`src/design/pes_pkg.sv`:
```
// Shared types and constants for the parenthesized expression stack evaluator.
// No dependencies; every other design file but pes_ram imports this package.
package pes_pkg;

    localparam int STACK_DEPTH  = 64;   // token stack entries
    localparam int VALUE_WIDTH  = 32;   // arithmetic width, wraps
    localparam int CACHE_DEPTH  = 8;    // top-of-stack entries held in flops (power of two)
    localparam int QUEUE_DEPTH  = 2;    // front-to-back token queue (power of two)
    localparam int REDUCE_DEPTH = 4;    // entries a close paren consumes

    localparam int KIND_W   = 3;
    localparam int TOKEN_W  = 32;
    localparam int OUT_W    = 32;
    localparam int STATUS_W = 2;

    localparam int STACK_AW = $clog2(STACK_DEPTH);
    localparam int CNT_W    = $clog2(STACK_DEPTH + 1);
    localparam int CACHE_IW = $clog2(CACHE_DEPTH);
    localparam int FILL_W   = $clog2(CACHE_DEPTH + 1);
    localparam int QUEUE_AW = $clog2(QUEUE_DEPTH);
    localparam int QCNT_W   = $clog2(QUEUE_DEPTH + 1);

    localparam int S_TDATA_W = ((KIND_W + TOKEN_W + 7) / 8) * 8;
    localparam int M_TDATA_W = ((OUT_W + STATUS_W + 7) / 8) * 8;

    typedef logic [VALUE_WIDTH-1:0] t_val;

    typedef enum logic [KIND_W-1:0] {
        KIND_OPEN    = 3'd0,
        KIND_CLOSE   = 3'd1,
        KIND_NUM     = 3'd2,
        KIND_PLUS    = 3'd3,
        KIND_MINUS   = 3'd4,
        KIND_TIMES   = 3'd5,
        KIND_INVALID = 3'd6
    } t_kind;

    typedef enum logic [STATUS_W-1:0] {
        ST_OK      = 2'd0,
        ST_SYNTAX  = 2'd1,
        ST_LEXICAL = 2'd2
    } t_status;

    // one token stack entry
    typedef struct packed {
        t_kind kind;
        t_val  value;
    } t_entry;

    // classified token handed from front to back
    typedef struct packed {
        logic  push;     // open paren, number or operator
        logic  reduce;   // close paren
        logic  bad;      // lexical error
        t_kind kind;
        t_val  value;
        logic  last;
    } t_tok;

endpackage

```
`src/design/paren_expr_stack_evaluator_core.sv`:
```
// Top level of the fully parenthesized expression stack evaluator.
// Depends on pes_pkg, pes_front, pes_back (which holds pes_ram).

// Evaluates fully parenthesized integer expressions from a stream of
// pre-classified tokens, one token per request on the slave side. Open
// parens, numbers and operators are pushed; a close paren reduces the top
// four entries to a number (wrapping 32-bit add, subtract, multiply). The
// first error is sticky; the request marked tlast produces one result
// request carrying the value and status (0 ok, 1 syntax, 2 lexical).
// Throughput is one token per cycle when the back end does not stall. The top
// eight stack entries live in flops and the rest spill to a RAM with one
// access per cycle, so a close paren waits while fewer than four entries
// are cached (refill brings back one entry per cycle), and a last token on a
// shallow stack waits for the spilled entries. The result is registered in
// the result register when its last token is accepted; a two-entry queue
// and the result register let each side stall alone.
module paren_expr_stack_evaluator_core (
    input  logic                          i_clk,
    input  logic                          i_rst_n,
    input  logic                          s_axis_tvalid,
    output logic                          s_axis_tready,
    input  logic [pes_pkg::S_TDATA_W-1:0] s_axis_tdata,   // [2:0] token_kind, [34:3] token_value
    input  logic                          s_axis_tlast,   // end_of_expr
    output logic                          m_axis_tvalid,
    input  logic                          m_axis_tready,
    output logic [pes_pkg::M_TDATA_W-1:0] m_axis_tdata    // [31:0] expr_value, [33:32] status
);
    import pes_pkg::*;

    logic w_tok_valid;
    logic w_tok_ready;
    t_tok w_tok;

    // classification and token queue
    pes_front u_front (
        .i_clk         (i_clk),
        .i_rst_n       (i_rst_n),
        .s_axis_tvalid (s_axis_tvalid),
        .s_axis_tready (s_axis_tready),
        .s_axis_tdata  (s_axis_tdata),
        .s_axis_tlast  (s_axis_tlast),
        .o_tok_valid   (w_tok_valid),
        .i_tok_ready   (w_tok_ready),
        .o_tok         (w_tok)
    );

    // stack, ALU and result register
    pes_back u_back (
        .i_clk         (i_clk),
        .i_rst_n       (i_rst_n),
        .i_tok_valid   (w_tok_valid),
        .o_tok_ready   (w_tok_ready),
        .i_tok         (w_tok),
        .m_axis_tvalid (m_axis_tvalid),
        .m_axis_tready (m_axis_tready),
        .m_axis_tdata  (m_axis_tdata)
    );

endmodule

```
`src/design/pes_ram.sv`:
```
// Generic simple dual-port RAM: one write port, one read port, registered read data.
// No dependencies.
module pes_ram #(
    parameter int WIDTH = 8,
    parameter int DEPTH = 16
) (
    input  logic                     i_clk,
    input  logic                     i_we,
    input  logic [$clog2(DEPTH)-1:0] i_waddr,
    input  logic [WIDTH-1:0]         i_wdata,
    input  logic                     i_re,
    input  logic [$clog2(DEPTH)-1:0] i_raddr,
    output logic [WIDTH-1:0]         o_rdata
);

    logic [WIDTH-1:0] r_mem [DEPTH];
    logic [WIDTH-1:0] r_rdata;

    always_ff @(posedge i_clk) begin
        if (i_we) begin
            r_mem[i_waddr] <= i_wdata;
        end
        if (i_re) begin
            r_rdata <= r_mem[i_raddr];
        end
    end

    assign o_rdata = r_rdata;

endmodule

```
`src/design/pes_front.sv`:
```
// Front end: takes token requests from the input stream, classifies them
// and queues them for the back end. Depends on pes_pkg.
module pes_front (
    input  logic                           i_clk,
    input  logic                           i_rst_n,
    input  logic                           s_axis_tvalid,
    output logic                           s_axis_tready,
    input  logic [pes_pkg::S_TDATA_W-1:0]  s_axis_tdata,   // [2:0] token_kind, [34:3] token_value
    input  logic                           s_axis_tlast,   // end_of_expr
    output logic                           o_tok_valid,
    input  logic                           i_tok_ready,
    output pes_pkg::t_tok                  o_tok
);
    import pes_pkg::*;

    logic [KIND_W-1:0]        w_kind_raw;
    logic signed [TOKEN_W-1:0] w_raw_val;
    t_tok                     w_tok;
    logic                     w_push;
    logic                     w_pop;

    t_tok                r_q [QUEUE_DEPTH];
    logic [QUEUE_AW-1:0] r_wr_ptr;
    logic [QUEUE_AW-1:0] r_rd_ptr;
    logic [QCNT_W-1:0]   r_q_cnt;

    assign w_kind_raw = s_axis_tdata[KIND_W-1:0];
    assign w_raw_val  = s_axis_tdata[KIND_W +: TOKEN_W];

    // classify
    always_comb begin
        w_tok        = '0;
        w_tok.value  = t_val'(w_raw_val);
        w_tok.last   = s_axis_tlast;
        w_tok.kind   = KIND_INVALID;
        unique case (w_kind_raw) inside
            KIND_OPEN, KIND_NUM, KIND_PLUS, KIND_MINUS, KIND_TIMES: begin
                w_tok.push = 1'b1;
                w_tok.kind = t_kind'(w_kind_raw);
            end
            KIND_CLOSE: begin
                w_tok.reduce = 1'b1;
                w_tok.kind   = KIND_CLOSE;
            end
            default: begin
                w_tok.bad = 1'b1;
            end
        endcase
    end

    assign s_axis_tready = (r_q_cnt != QCNT_W'(QUEUE_DEPTH));
    assign w_push        = s_axis_tvalid && s_axis_tready;
    assign o_tok_valid   = (r_q_cnt != '0);
    assign o_tok         = r_q[r_rd_ptr];
    assign w_pop         = o_tok_valid && i_tok_ready;

    always_ff @(posedge i_clk) begin
        if (w_push) begin
            r_q[r_wr_ptr] <= w_tok;
        end
    end

    always_ff @(posedge i_clk) begin
        if (!i_rst_n) begin
            r_wr_ptr <= '0;
            r_rd_ptr <= '0;
            r_q_cnt  <= '0;
        end else begin
            if (w_push) begin
                r_wr_ptr <= r_wr_ptr + 1'b1;
            end
            if (w_pop) begin
                r_rd_ptr <= r_rd_ptr + 1'b1;
            end
            case ({w_push, w_pop})
                2'b10:   r_q_cnt <= r_q_cnt + 1'b1;
                2'b01:   r_q_cnt <= r_q_cnt - 1'b1;
                default: r_q_cnt <= r_q_cnt;
            endcase
        end
    end

endmodule

```
`src/design/pes_back.sv`:
```
// Back end: token stack with a flop cache of the top entries over a spill RAM,
// the reduce ALU, sticky error and the result register. Depends on pes_pkg, pes_ram.
module pes_back (
    input  logic                          i_clk,
    input  logic                          i_rst_n,
    input  logic                          i_tok_valid,
    output logic                          o_tok_ready,
    input  pes_pkg::t_tok                 i_tok,
    output logic                          m_axis_tvalid,
    input  logic                          m_axis_tready,
    output logic [pes_pkg::M_TDATA_W-1:0] m_axis_tdata    // [31:0] expr_value, [33:32] status
);
    import pes_pkg::*;

    // cache: entry 0 is top of stack
    t_entry               r_cache [CACHE_DEPTH];
    logic [FILL_W-1:0]    r_fill;
    logic [CNT_W-1:0]     r_below;     // entries held in RAM
    logic                 r_inflight;  // refill read returns this cycle
    logic [CNT_W-1:0]     r_count;
    t_status              r_err;
    logic                 r_out_valid;
    logic [OUT_W-1:0]     r_out_value;
    t_status              r_out_status;

    t_entry               n_cache [CACHE_DEPTH];
    logic [FILL_W-1:0]    n_fill;
    logic [CNT_W-1:0]     n_below;
    logic                 n_inflight;
    logic [CNT_W-1:0]     n_count;
    t_status              n_err;

    t_entry               w_c1 [CACHE_DEPTH];
    logic [FILL_W-1:0]    w_f1;
    logic                 w_ok;
    logic                 w_out_free;
    logic                 w_stall_red;
    logic                 w_stall_last;
    logic                 w_take;
    logic                 w_form_ok;
    t_val                 w_alu;
    logic                 w_spill;
    logic                 w_clear;
    logic [CNT_W-1:0]     w_below_dec;
    logic                 w_rd_en;
    logic [STACK_AW-1:0]  w_rd_addr;
    t_entry               w_rd_data;
    logic [OUT_W-1:0]     w_res_value;
    t_status              w_res_status;

    function automatic t_val alu(input t_val a, input t_val b, input t_kind op);
        t_val r;
        case (op)
            KIND_PLUS:  r = a + b;
            KIND_MINUS: r = a - b;
            default:    r = a * b;
        endcase
        return r;
    endfunction

    // refill data lands below the cached entries before the token is applied
    always_comb begin
        w_c1 = r_cache;
        w_f1 = r_fill;
        if (r_inflight) begin
            w_c1[r_fill[CACHE_IW-1:0]] = w_rd_data;
            w_f1 = r_fill + 1'b1;
        end
    end

    assign w_ok       = (r_err == ST_OK);
    assign w_out_free = !r_out_valid || m_axis_tready;

    // close paren needs the top four entries in flops
    assign w_stall_red = i_tok.reduce && w_ok && (r_count >= CNT_W'(REDUCE_DEPTH)) &&
                         (w_f1 < FILL_W'(REDUCE_DEPTH));
    // last token: result register must be free; a shallow stack must be fully cached
    assign w_stall_last = i_tok.last &&
                          (!w_out_free ||
                           (w_ok && (r_count <= CNT_W'(REDUCE_DEPTH)) && (r_below != '0)));
    assign o_tok_ready = !w_stall_red && !w_stall_last;
    assign w_take      = i_tok_valid && o_tok_ready;

    assign w_form_ok = (w_c1[0].kind == KIND_NUM) && (w_c1[2].kind == KIND_NUM) &&
                       (w_c1[3].kind == KIND_OPEN) &&
                       ((w_c1[1].kind == KIND_PLUS) || (w_c1[1].kind == KIND_MINUS) ||
                        (w_c1[1].kind == KIND_TIMES));
    assign w_alu = alu(w_c1[2].value, w_c1[0].value, w_c1[1].kind);

    always_comb begin
        n_cache      = w_c1;
        n_fill       = w_f1;
        n_below      = r_below;
        n_count      = r_count;
        n_err        = r_err;
        n_inflight   = 1'b0;
        w_spill      = 1'b0;
        w_clear      = 1'b0;
        w_rd_en      = 1'b0;
        w_rd_addr    = '0;
        w_below_dec  = '0;
        w_res_value  = '0;
        w_res_status = ST_OK;

        if (w_take && w_ok) begin
            if (i_tok.bad) begin
                n_err = ST_LEXICAL;
            end else if (i_tok.push) begin
                if (r_count == CNT_W'(STACK_DEPTH)) begin
                    n_err = ST_SYNTAX;
                end else begin
                    // full cache: bottom entry goes to RAM
                    if (w_f1 == FILL_W'(CACHE_DEPTH)) begin
                        w_spill = 1'b1;
                        n_below = r_below + 1'b1;
                    end else begin
                        n_fill = w_f1 + 1'b1;
                    end
                    for (int i = CACHE_DEPTH - 1; i > 0; i--) begin
                        n_cache[i] = w_c1[i-1];
                    end
                    n_cache[0].kind  = i_tok.kind;
                    n_cache[0].value = i_tok.value;
                    n_count = r_count + 1'b1;
                end
            end else if (i_tok.reduce) begin
                if ((r_count < CNT_W'(REDUCE_DEPTH)) || !w_form_ok) begin
                    n_err = ST_SYNTAX;
                end else begin
                    n_cache[0].kind  = KIND_NUM;
                    n_cache[0].value = w_alu;
                    for (int i = 1; i < CACHE_DEPTH - REDUCE_DEPTH + 1; i++) begin
                        n_cache[i] = w_c1[i + REDUCE_DEPTH - 1];
                    end
                    n_fill  = w_f1 - FILL_W'(REDUCE_DEPTH - 1);
                    n_count = r_count - CNT_W'(REDUCE_DEPTH - 1);
                end
            end
        end

        // result and end-of-expression clear
        if (w_take && i_tok.last) begin
            w_clear      = 1'b1;
            w_res_status = n_err;
            if (n_err == ST_OK) begin
                if ((n_count == CNT_W'(1)) && (n_cache[0].kind == KIND_NUM)) begin
                    w_res_value = OUT_W'($signed(n_cache[0].value));
                end else begin
                    w_res_status = ST_SYNTAX;
                end
            end
            n_count = '0;
            n_fill  = '0;
            n_below = '0;
            n_err   = ST_OK;
        end

        // keep the cache topped up from RAM, one entry per cycle unless a spill or clear holds it
        if (!w_spill && !w_clear && (n_fill <= FILL_W'(CACHE_DEPTH - 2)) &&
            (n_below != '0)) begin
            w_below_dec = n_below - 1'b1;
            w_rd_en     = 1'b1;
            w_rd_addr   = w_below_dec[STACK_AW-1:0];
            n_below     = w_below_dec;
            n_inflight  = 1'b1;
        end
    end

    pes_ram #(
        .WIDTH ($bits(t_entry)),
        .DEPTH (STACK_DEPTH)
    ) u_spill_ram (
        .i_clk   (i_clk),
        .i_we    (w_spill),
        .i_waddr (r_below[STACK_AW-1:0]),
        .i_wdata (w_c1[CACHE_DEPTH-1]),
        .i_re    (w_rd_en),
        .i_raddr (w_rd_addr),
        .o_rdata (w_rd_data)
    );

    always_ff @(posedge i_clk) begin
        r_cache <= n_cache;
        if (w_clear) begin
            r_out_value  <= w_res_value;
            r_out_status <= w_res_status;
        end
    end

    always_ff @(posedge i_clk) begin
        if (!i_rst_n) begin
            r_fill      <= '0;
            r_below     <= '0;
            r_inflight  <= 1'b0;
            r_count     <= '0;
            r_err       <= ST_OK;
            r_out_valid <= 1'b0;
        end else begin
            r_fill     <= n_fill;
            r_below    <= n_below;
            r_inflight <= n_inflight;
            r_count    <= n_count;
            r_err      <= n_err;
            if (w_clear) begin
                r_out_valid <= 1'b1;
            end else if (m_axis_tready) begin
                r_out_valid <= 1'b0;
            end
        end
    end

    assign m_axis_tvalid = r_out_valid;
    assign m_axis_tdata  = M_TDATA_W'({r_out_status, r_out_value});

    // stack bookkeeping: every entry is cached, in flight or spilled
    a_count_split: assert property (@(posedge i_clk) disable iff (!i_rst_n)
        r_count == r_below + CNT_W'(r_inflight) + CNT_W'(r_fill))
        else $error("stack count does not match cache, refill and RAM");

    a_fill_range: assert property (@(posedge i_clk) disable iff (!i_rst_n)
        (r_fill <= FILL_W'(CACHE_DEPTH)) && (r_count <= CNT_W'(STACK_DEPTH)))
        else $error("cache fill or stack count out of range");

    a_no_spill_on_refill: assert property (@(posedge i_clk) disable iff (!i_rst_n)
        r_inflight |-> !w_spill)
        else $error("spill collides with returning refill");

    a_last_clears: assert property (@(posedge i_clk) disable iff (!i_rst_n)
        (w_take && i_tok.last) |=> (r_out_valid && (r_count == '0) && !r_inflight &&
                                    (r_err == ST_OK)))
        else $error("end of expression did not post a result and clear");

endmodule
```
`config.mk`:
```
export PLATFORM = sky130hd
export DESIGN_NAME = paren_expr_stack_evaluator_core
export DESIGN_NICKNAME = d
export VERILOG_FILES = /design/src/design/pes_pkg.sv /design/src/design/paren_expr_stack_evaluator_core.sv /design/src/design/pes_ram.sv /design/src/design/pes_front.sv /design/src/design/pes_back.sv
export SDC_FILE = /design/constraint.sdc
export NUM_CORES = 2
export LEC_CHECK = 0
export BUFFER_PORTS_ARGS = -buffer_cell sky130_fd_sc_hd__buf_4
export CAP_MARGIN = 30
export CORE_MARGIN = 1.5
export CORE_UTILIZATION = 64
export CTS_CLUSTER_DIAMETER = 50
export DETAILED_ROUTE_END_ITERATION = 12
export GPL_ROUTABILITY_DRIVEN = 0
export PLACE_DENSITY = 0.82
export SLEW_MARGIN = 10
export SYNTH_ARGS = -nofsm -noshare
export SYNTH_HDL_FRONTEND = slang
export SYNTH_HIERARCHICAL = 1
export SYNTH_SLANG_ARGS = --single-unit
```
`constraint.sdc`:
```
create_clock -name i_clk -period 13.3 [get_ports i_clk]
set_clock_uncertainty 0.1 [all_clocks]
set_input_delay 2.66 -clock i_clk [delete_from_list [all_inputs] [get_ports i_clk]]
set_output_delay 2.66 -clock i_clk [all_outputs]
set_load 0.01 [all_outputs]
```
==> summary.txt <==
TIMING
---------------------------------------------------------------------------------
Final total negative setup slack ...................................         0 ns
Final-report hold violation count ..................................            0
Total setup violations reported at the end of the flow .............            0
Final Max Slew Viols ...............................................            0
Worst Setup Slack, final ...........................................      2.63 ns
Final critical path time including I/O delays and setup ............     10.67 ns
Worst slew slack as a fraction of its limit ........................        0.175
Unrepaired setup endpoints after global routing ....................        false
Transition time at the pin with the least slew margin ..............      1.23 ns
Final worst-path cycle share .......................................        0.803
Highest achievable clock rate ......................................     93.7 MHz

JOB
---------------------------------------------------------------------------------
Reported max-cap violation count ...................................            0

FINAL LAYOUT
---------------------------------------------------------------------------------
Post-route cell area ...............................................    0.138 mm2
Post-layout nets ...................................................         8785
Area grow syn2layout ...............................................        10.6%
Share of cells above drive strength 1 ..............................        0.186
Number of inserted filler cells in the final layout ................        11300
Final Util .........................................................        0.711

DRT
---------------------------------------------------------------------------------
Final routed wire length divided by cell count .....................      35.4 um
DRT antenna net count ..............................................            0
Total iterations of the first detailed-routing run .................           12
Number of design rule violations left after detail routing .........            0
Detailed Route Iter0 Violations ....................................        12900
Final wirelength ...................................................       387 mm
Avg Vias per Cell ..................................................         7.32
Number of vias after detailed routing ..............................        80000

SYNTHESIS
---------------------------------------------------------------------------------
Netlist Area Pre-Place .............................................    0.125 mm2
Post-Synthesis Mean Instance Area ..................................     15.5 um2
Fraction of the yosys area taken by sequential cells ...............        0.622
Number of cells produced by synthesis ..............................         8058
Synth cell types ...................................................           94
Largest area contributor in the synthesized netlist ................     edfxtp_1
Commonest cells post-synth ......................................... edfxtp_1, nor2_1, nand2_1
EDFF count, synth ..................................................         2387
Synthesis-stage register bit count .................................         2694
Yosys warnings .....................................................            6
Async set-reset flop share out of synthesis ........................            0
Most instantiated flip-flop cell in the synthesis netlist ..........     edfxtp_1
Main area contributors after synthesis ............................. edfxtp_1, mux4_2, fa_1
Most numerous cell in the Yosys netlist ............................     edfxtp_1
Area fraction of the dominant cell type after synthesis ............        0.573

GLOBAL ROUTE
---------------------------------------------------------------------------------
Global routing met3 resource utilization ...........................        0.121
Number of global-route vias before repair ..........................        80300
Met1 Use GR ........................................................        0.469
Overall Global Routing Usage .......................................        0.390
Antenna violations before repair ...................................           27
Global-route wire length before repair .............................       552 mm
Overflow after GRT .................................................            0
Met2 GRT Util ......................................................        0.599
Maximum number of pins on one net before global-route repair .......          112
Highest-utilization routing layer at the global route stage ........         met2

CLOCKING
---------------------------------------------------------------------------------
Clock slew seen by the registers of the worst setup and hold paths .      0.07 ns
Clock tree from TritonCTS ..........................................          yes
Worst-case clock buffer depth ......................................            4
Number of gates resized after CTS ..................................            0
Latest clock arrival within the worst-skew pair ....................      0.95 ns
Clock buffers created by TritonCTS .................................          280
H-tree Lvls ........................................................            5
Hold Buf Count CTS .................................................            0
Post-CTS setup buffers .............................................            0
Number of clock sinks ..............................................         2694
Library cell used as clock root buffer .............................    clkbuf_16

DIE
---------------------------------------------------------------------------------
Initial core utilization ...........................................        0.643
# IOs ..............................................................           87
Count of standard-cell rows ........................................          162
Die width ..........................................................       445 um
Core box area ......................................................    0.195 mm2
Die area ...........................................................    0.198 mm2
Chip height ........................................................       445 um

WORST SETUP PATH
---------------------------------------------------------------------------------
First element of the critical path ................................. u_back/r_inflight
CP endpoint kind ...................................................    flip-flop
CP peak stage delay ................................................      0.89 ns
Worst setup path end ............................................... u_back/r_out_value[30]
Data arrival time at the worst-slack endpoint ......................     11.34 ns
Critical Setup Path Class ..........................................   reg -> reg
Kind of launch point of the worst setup path .......................    flip-flop
Highest fanout seen on the critical path ...........................           43
Critical path's most frequent cell .................................         fa_1
R2R Setup Slk ......................................................      2.63 ns
Worst Reg2Reg Path Length in Cells .................................           29
Slowest cell on crit path ..........................................      mux2i_2
Required time reported for the critical path endpoint ..............     13.97 ns
Reg-to-Reg End ..................................................... u_back/r_out_value[30]
Worst flop-to-flop path startpoint ................................. u_back/r_inflight

PLACEMENT
---------------------------------------------------------------------------------
Detail Placement HPWL ..............................................       218 mm
Placed Area ........................................................    0.129 mm2
Setup slack at placement ...........................................      2.86 ns
Port buffer count ..................................................           75

STATUS
---------------------------------------------------------------------------------
Result of the run ..................................................    completed

MIN PATH
---------------------------------------------------------------------------------
Hold WC Path Type ..................................................   reg -> reg

[worst min path at each step]
stage | startpoint | end | slack [ns] | depth (start not counted)
finish | u_back/r_cache[68] | u_back/r_cache[68] | 0.40 | 2
global route | u_back/r_cache[40] | u_back/r_cache[40] | 0.42 | 2
CTS | u_back/r_cache[68] | u_back/r_cache[68] | 0.40 | 2
detailed placement | u_back/r_cache[68] | u_back/r_cache[68] | 0.38 | 2
global placement | u_back/r_cache[68] | u_back/r_cache[68] | 0.37 | 2
floorplan | u_back/r_cache[35] | u_back/r_cache[35] | 0.36 | 2
[through the flow]
| step | hold WS [ns] | instances |
|---|---|---|
| 2_1_floorplan | 0.360 | 8063 |
| 3_3_place_gp | 0.371 | 10400 |
| 3_5_place_dp | 0.384 | 10400 |
| 4_1_cts | 0.399 | 10900 |
| 5_1_grt | 0.417 | 10900 |
| 6_report | 0.402 | 10900 |
[layout by cell type (no fill, tap or decap), types with 94 or more instances in the layout]
cell type / count
fa_1: 408
dfxtp_1: 306
buf_4: 308
ha_1: 157
o221ai_1: 158
mux2_2: 195
o21ai_0: 122
a22oi_1: 101
edfxtp_1: 2387
clkbuf_16: 288
mux2i_1: 446
nand3_1: 94
nor2_1: 515
a21oi_1: 151
o22ai_1: 148
mux4_2: 486
nand2_1: 514
inv_1: 435
xnor2_1: 136
[per-layer routing]
layer / up-vias / wire length [um]
met5: - / 169
met4: 26 / 34600
met3: 1839 / 54800
met2: 7358 / 177000
met1: 39900 / 120000
li1: 30900 / -
[state kept, by name, summed over array words and instances, names as in the netlist, named ones only]
register / count
u_back/m_axis_tvalid: 1
u_back/r_below: 7
u_back/r_cache: 280
u_back/r_count: 7
u_back/r_err: 2
u_back/r_fill: 4
u_back/r_inflight: 1
u_back/r_out_status: 2
u_back/r_out_value: 32
u_back/u_spill_ram/o_rdata: 35
u_back/u_spill_ram/r_mem: 2240
u_front/r_q: 78
u_front/r_q_cnt: 2
u_front/r_rd_ptr: 1
u_front/r_wr_ptr: 1
[critical path, delay by kind of cell, from the launching register on]
kind                       cells  cell delay [ns]
DFF                            1             0.55
and+or+nand+nor                4             0.76
adders and majority gates      9             4.38
muxes                          1             0.89
buffers and inverters          5             0.84
xor gates and xnor gates       1             0.77
AOI/OAI and AO/OA              9             2.14
[area by class of cell]
type	instances	area (um2)	share of cell area
Clock buffer	335	7410	0.0536
Multi-Input combinational cell	4411	44000	0.318
Tap cell	2542	3180	0.0230
Inverter	444	1670	0.0121
Timing Repair Buffer	343	2830	0.0205
Sequential cell	2694	77800	0.563
Antenna cell	15	37.5	0.000271
Clock inverter	142	1290	0.00936
[logic make-up (layout without fill, tap and decap cells)]
kind of cell | Yosys count | count (layout) | synth area share
AND/OR/NAND/NOR | 1529 | 1529 | 0.0541
other | 1 | 21 | 0.0000300
XOR/XNOR | 163 | 163 | 0.0117
adder cells (fa/ha/maj) | 570 | 570 | 0.0814
AO/OA/AOI/OAI | 996 | 996 | 0.0562
flip-flops | 2694 | 2694 | 0.622
multiplexers | 1147 | 1147 | 0.143
buffers and inverters | 958 | 1264 | 0.0318
Power is left out: the tool's default activity adds up to more than one toggle a clock period on the data nets, which glitch-free logic cannot reach.
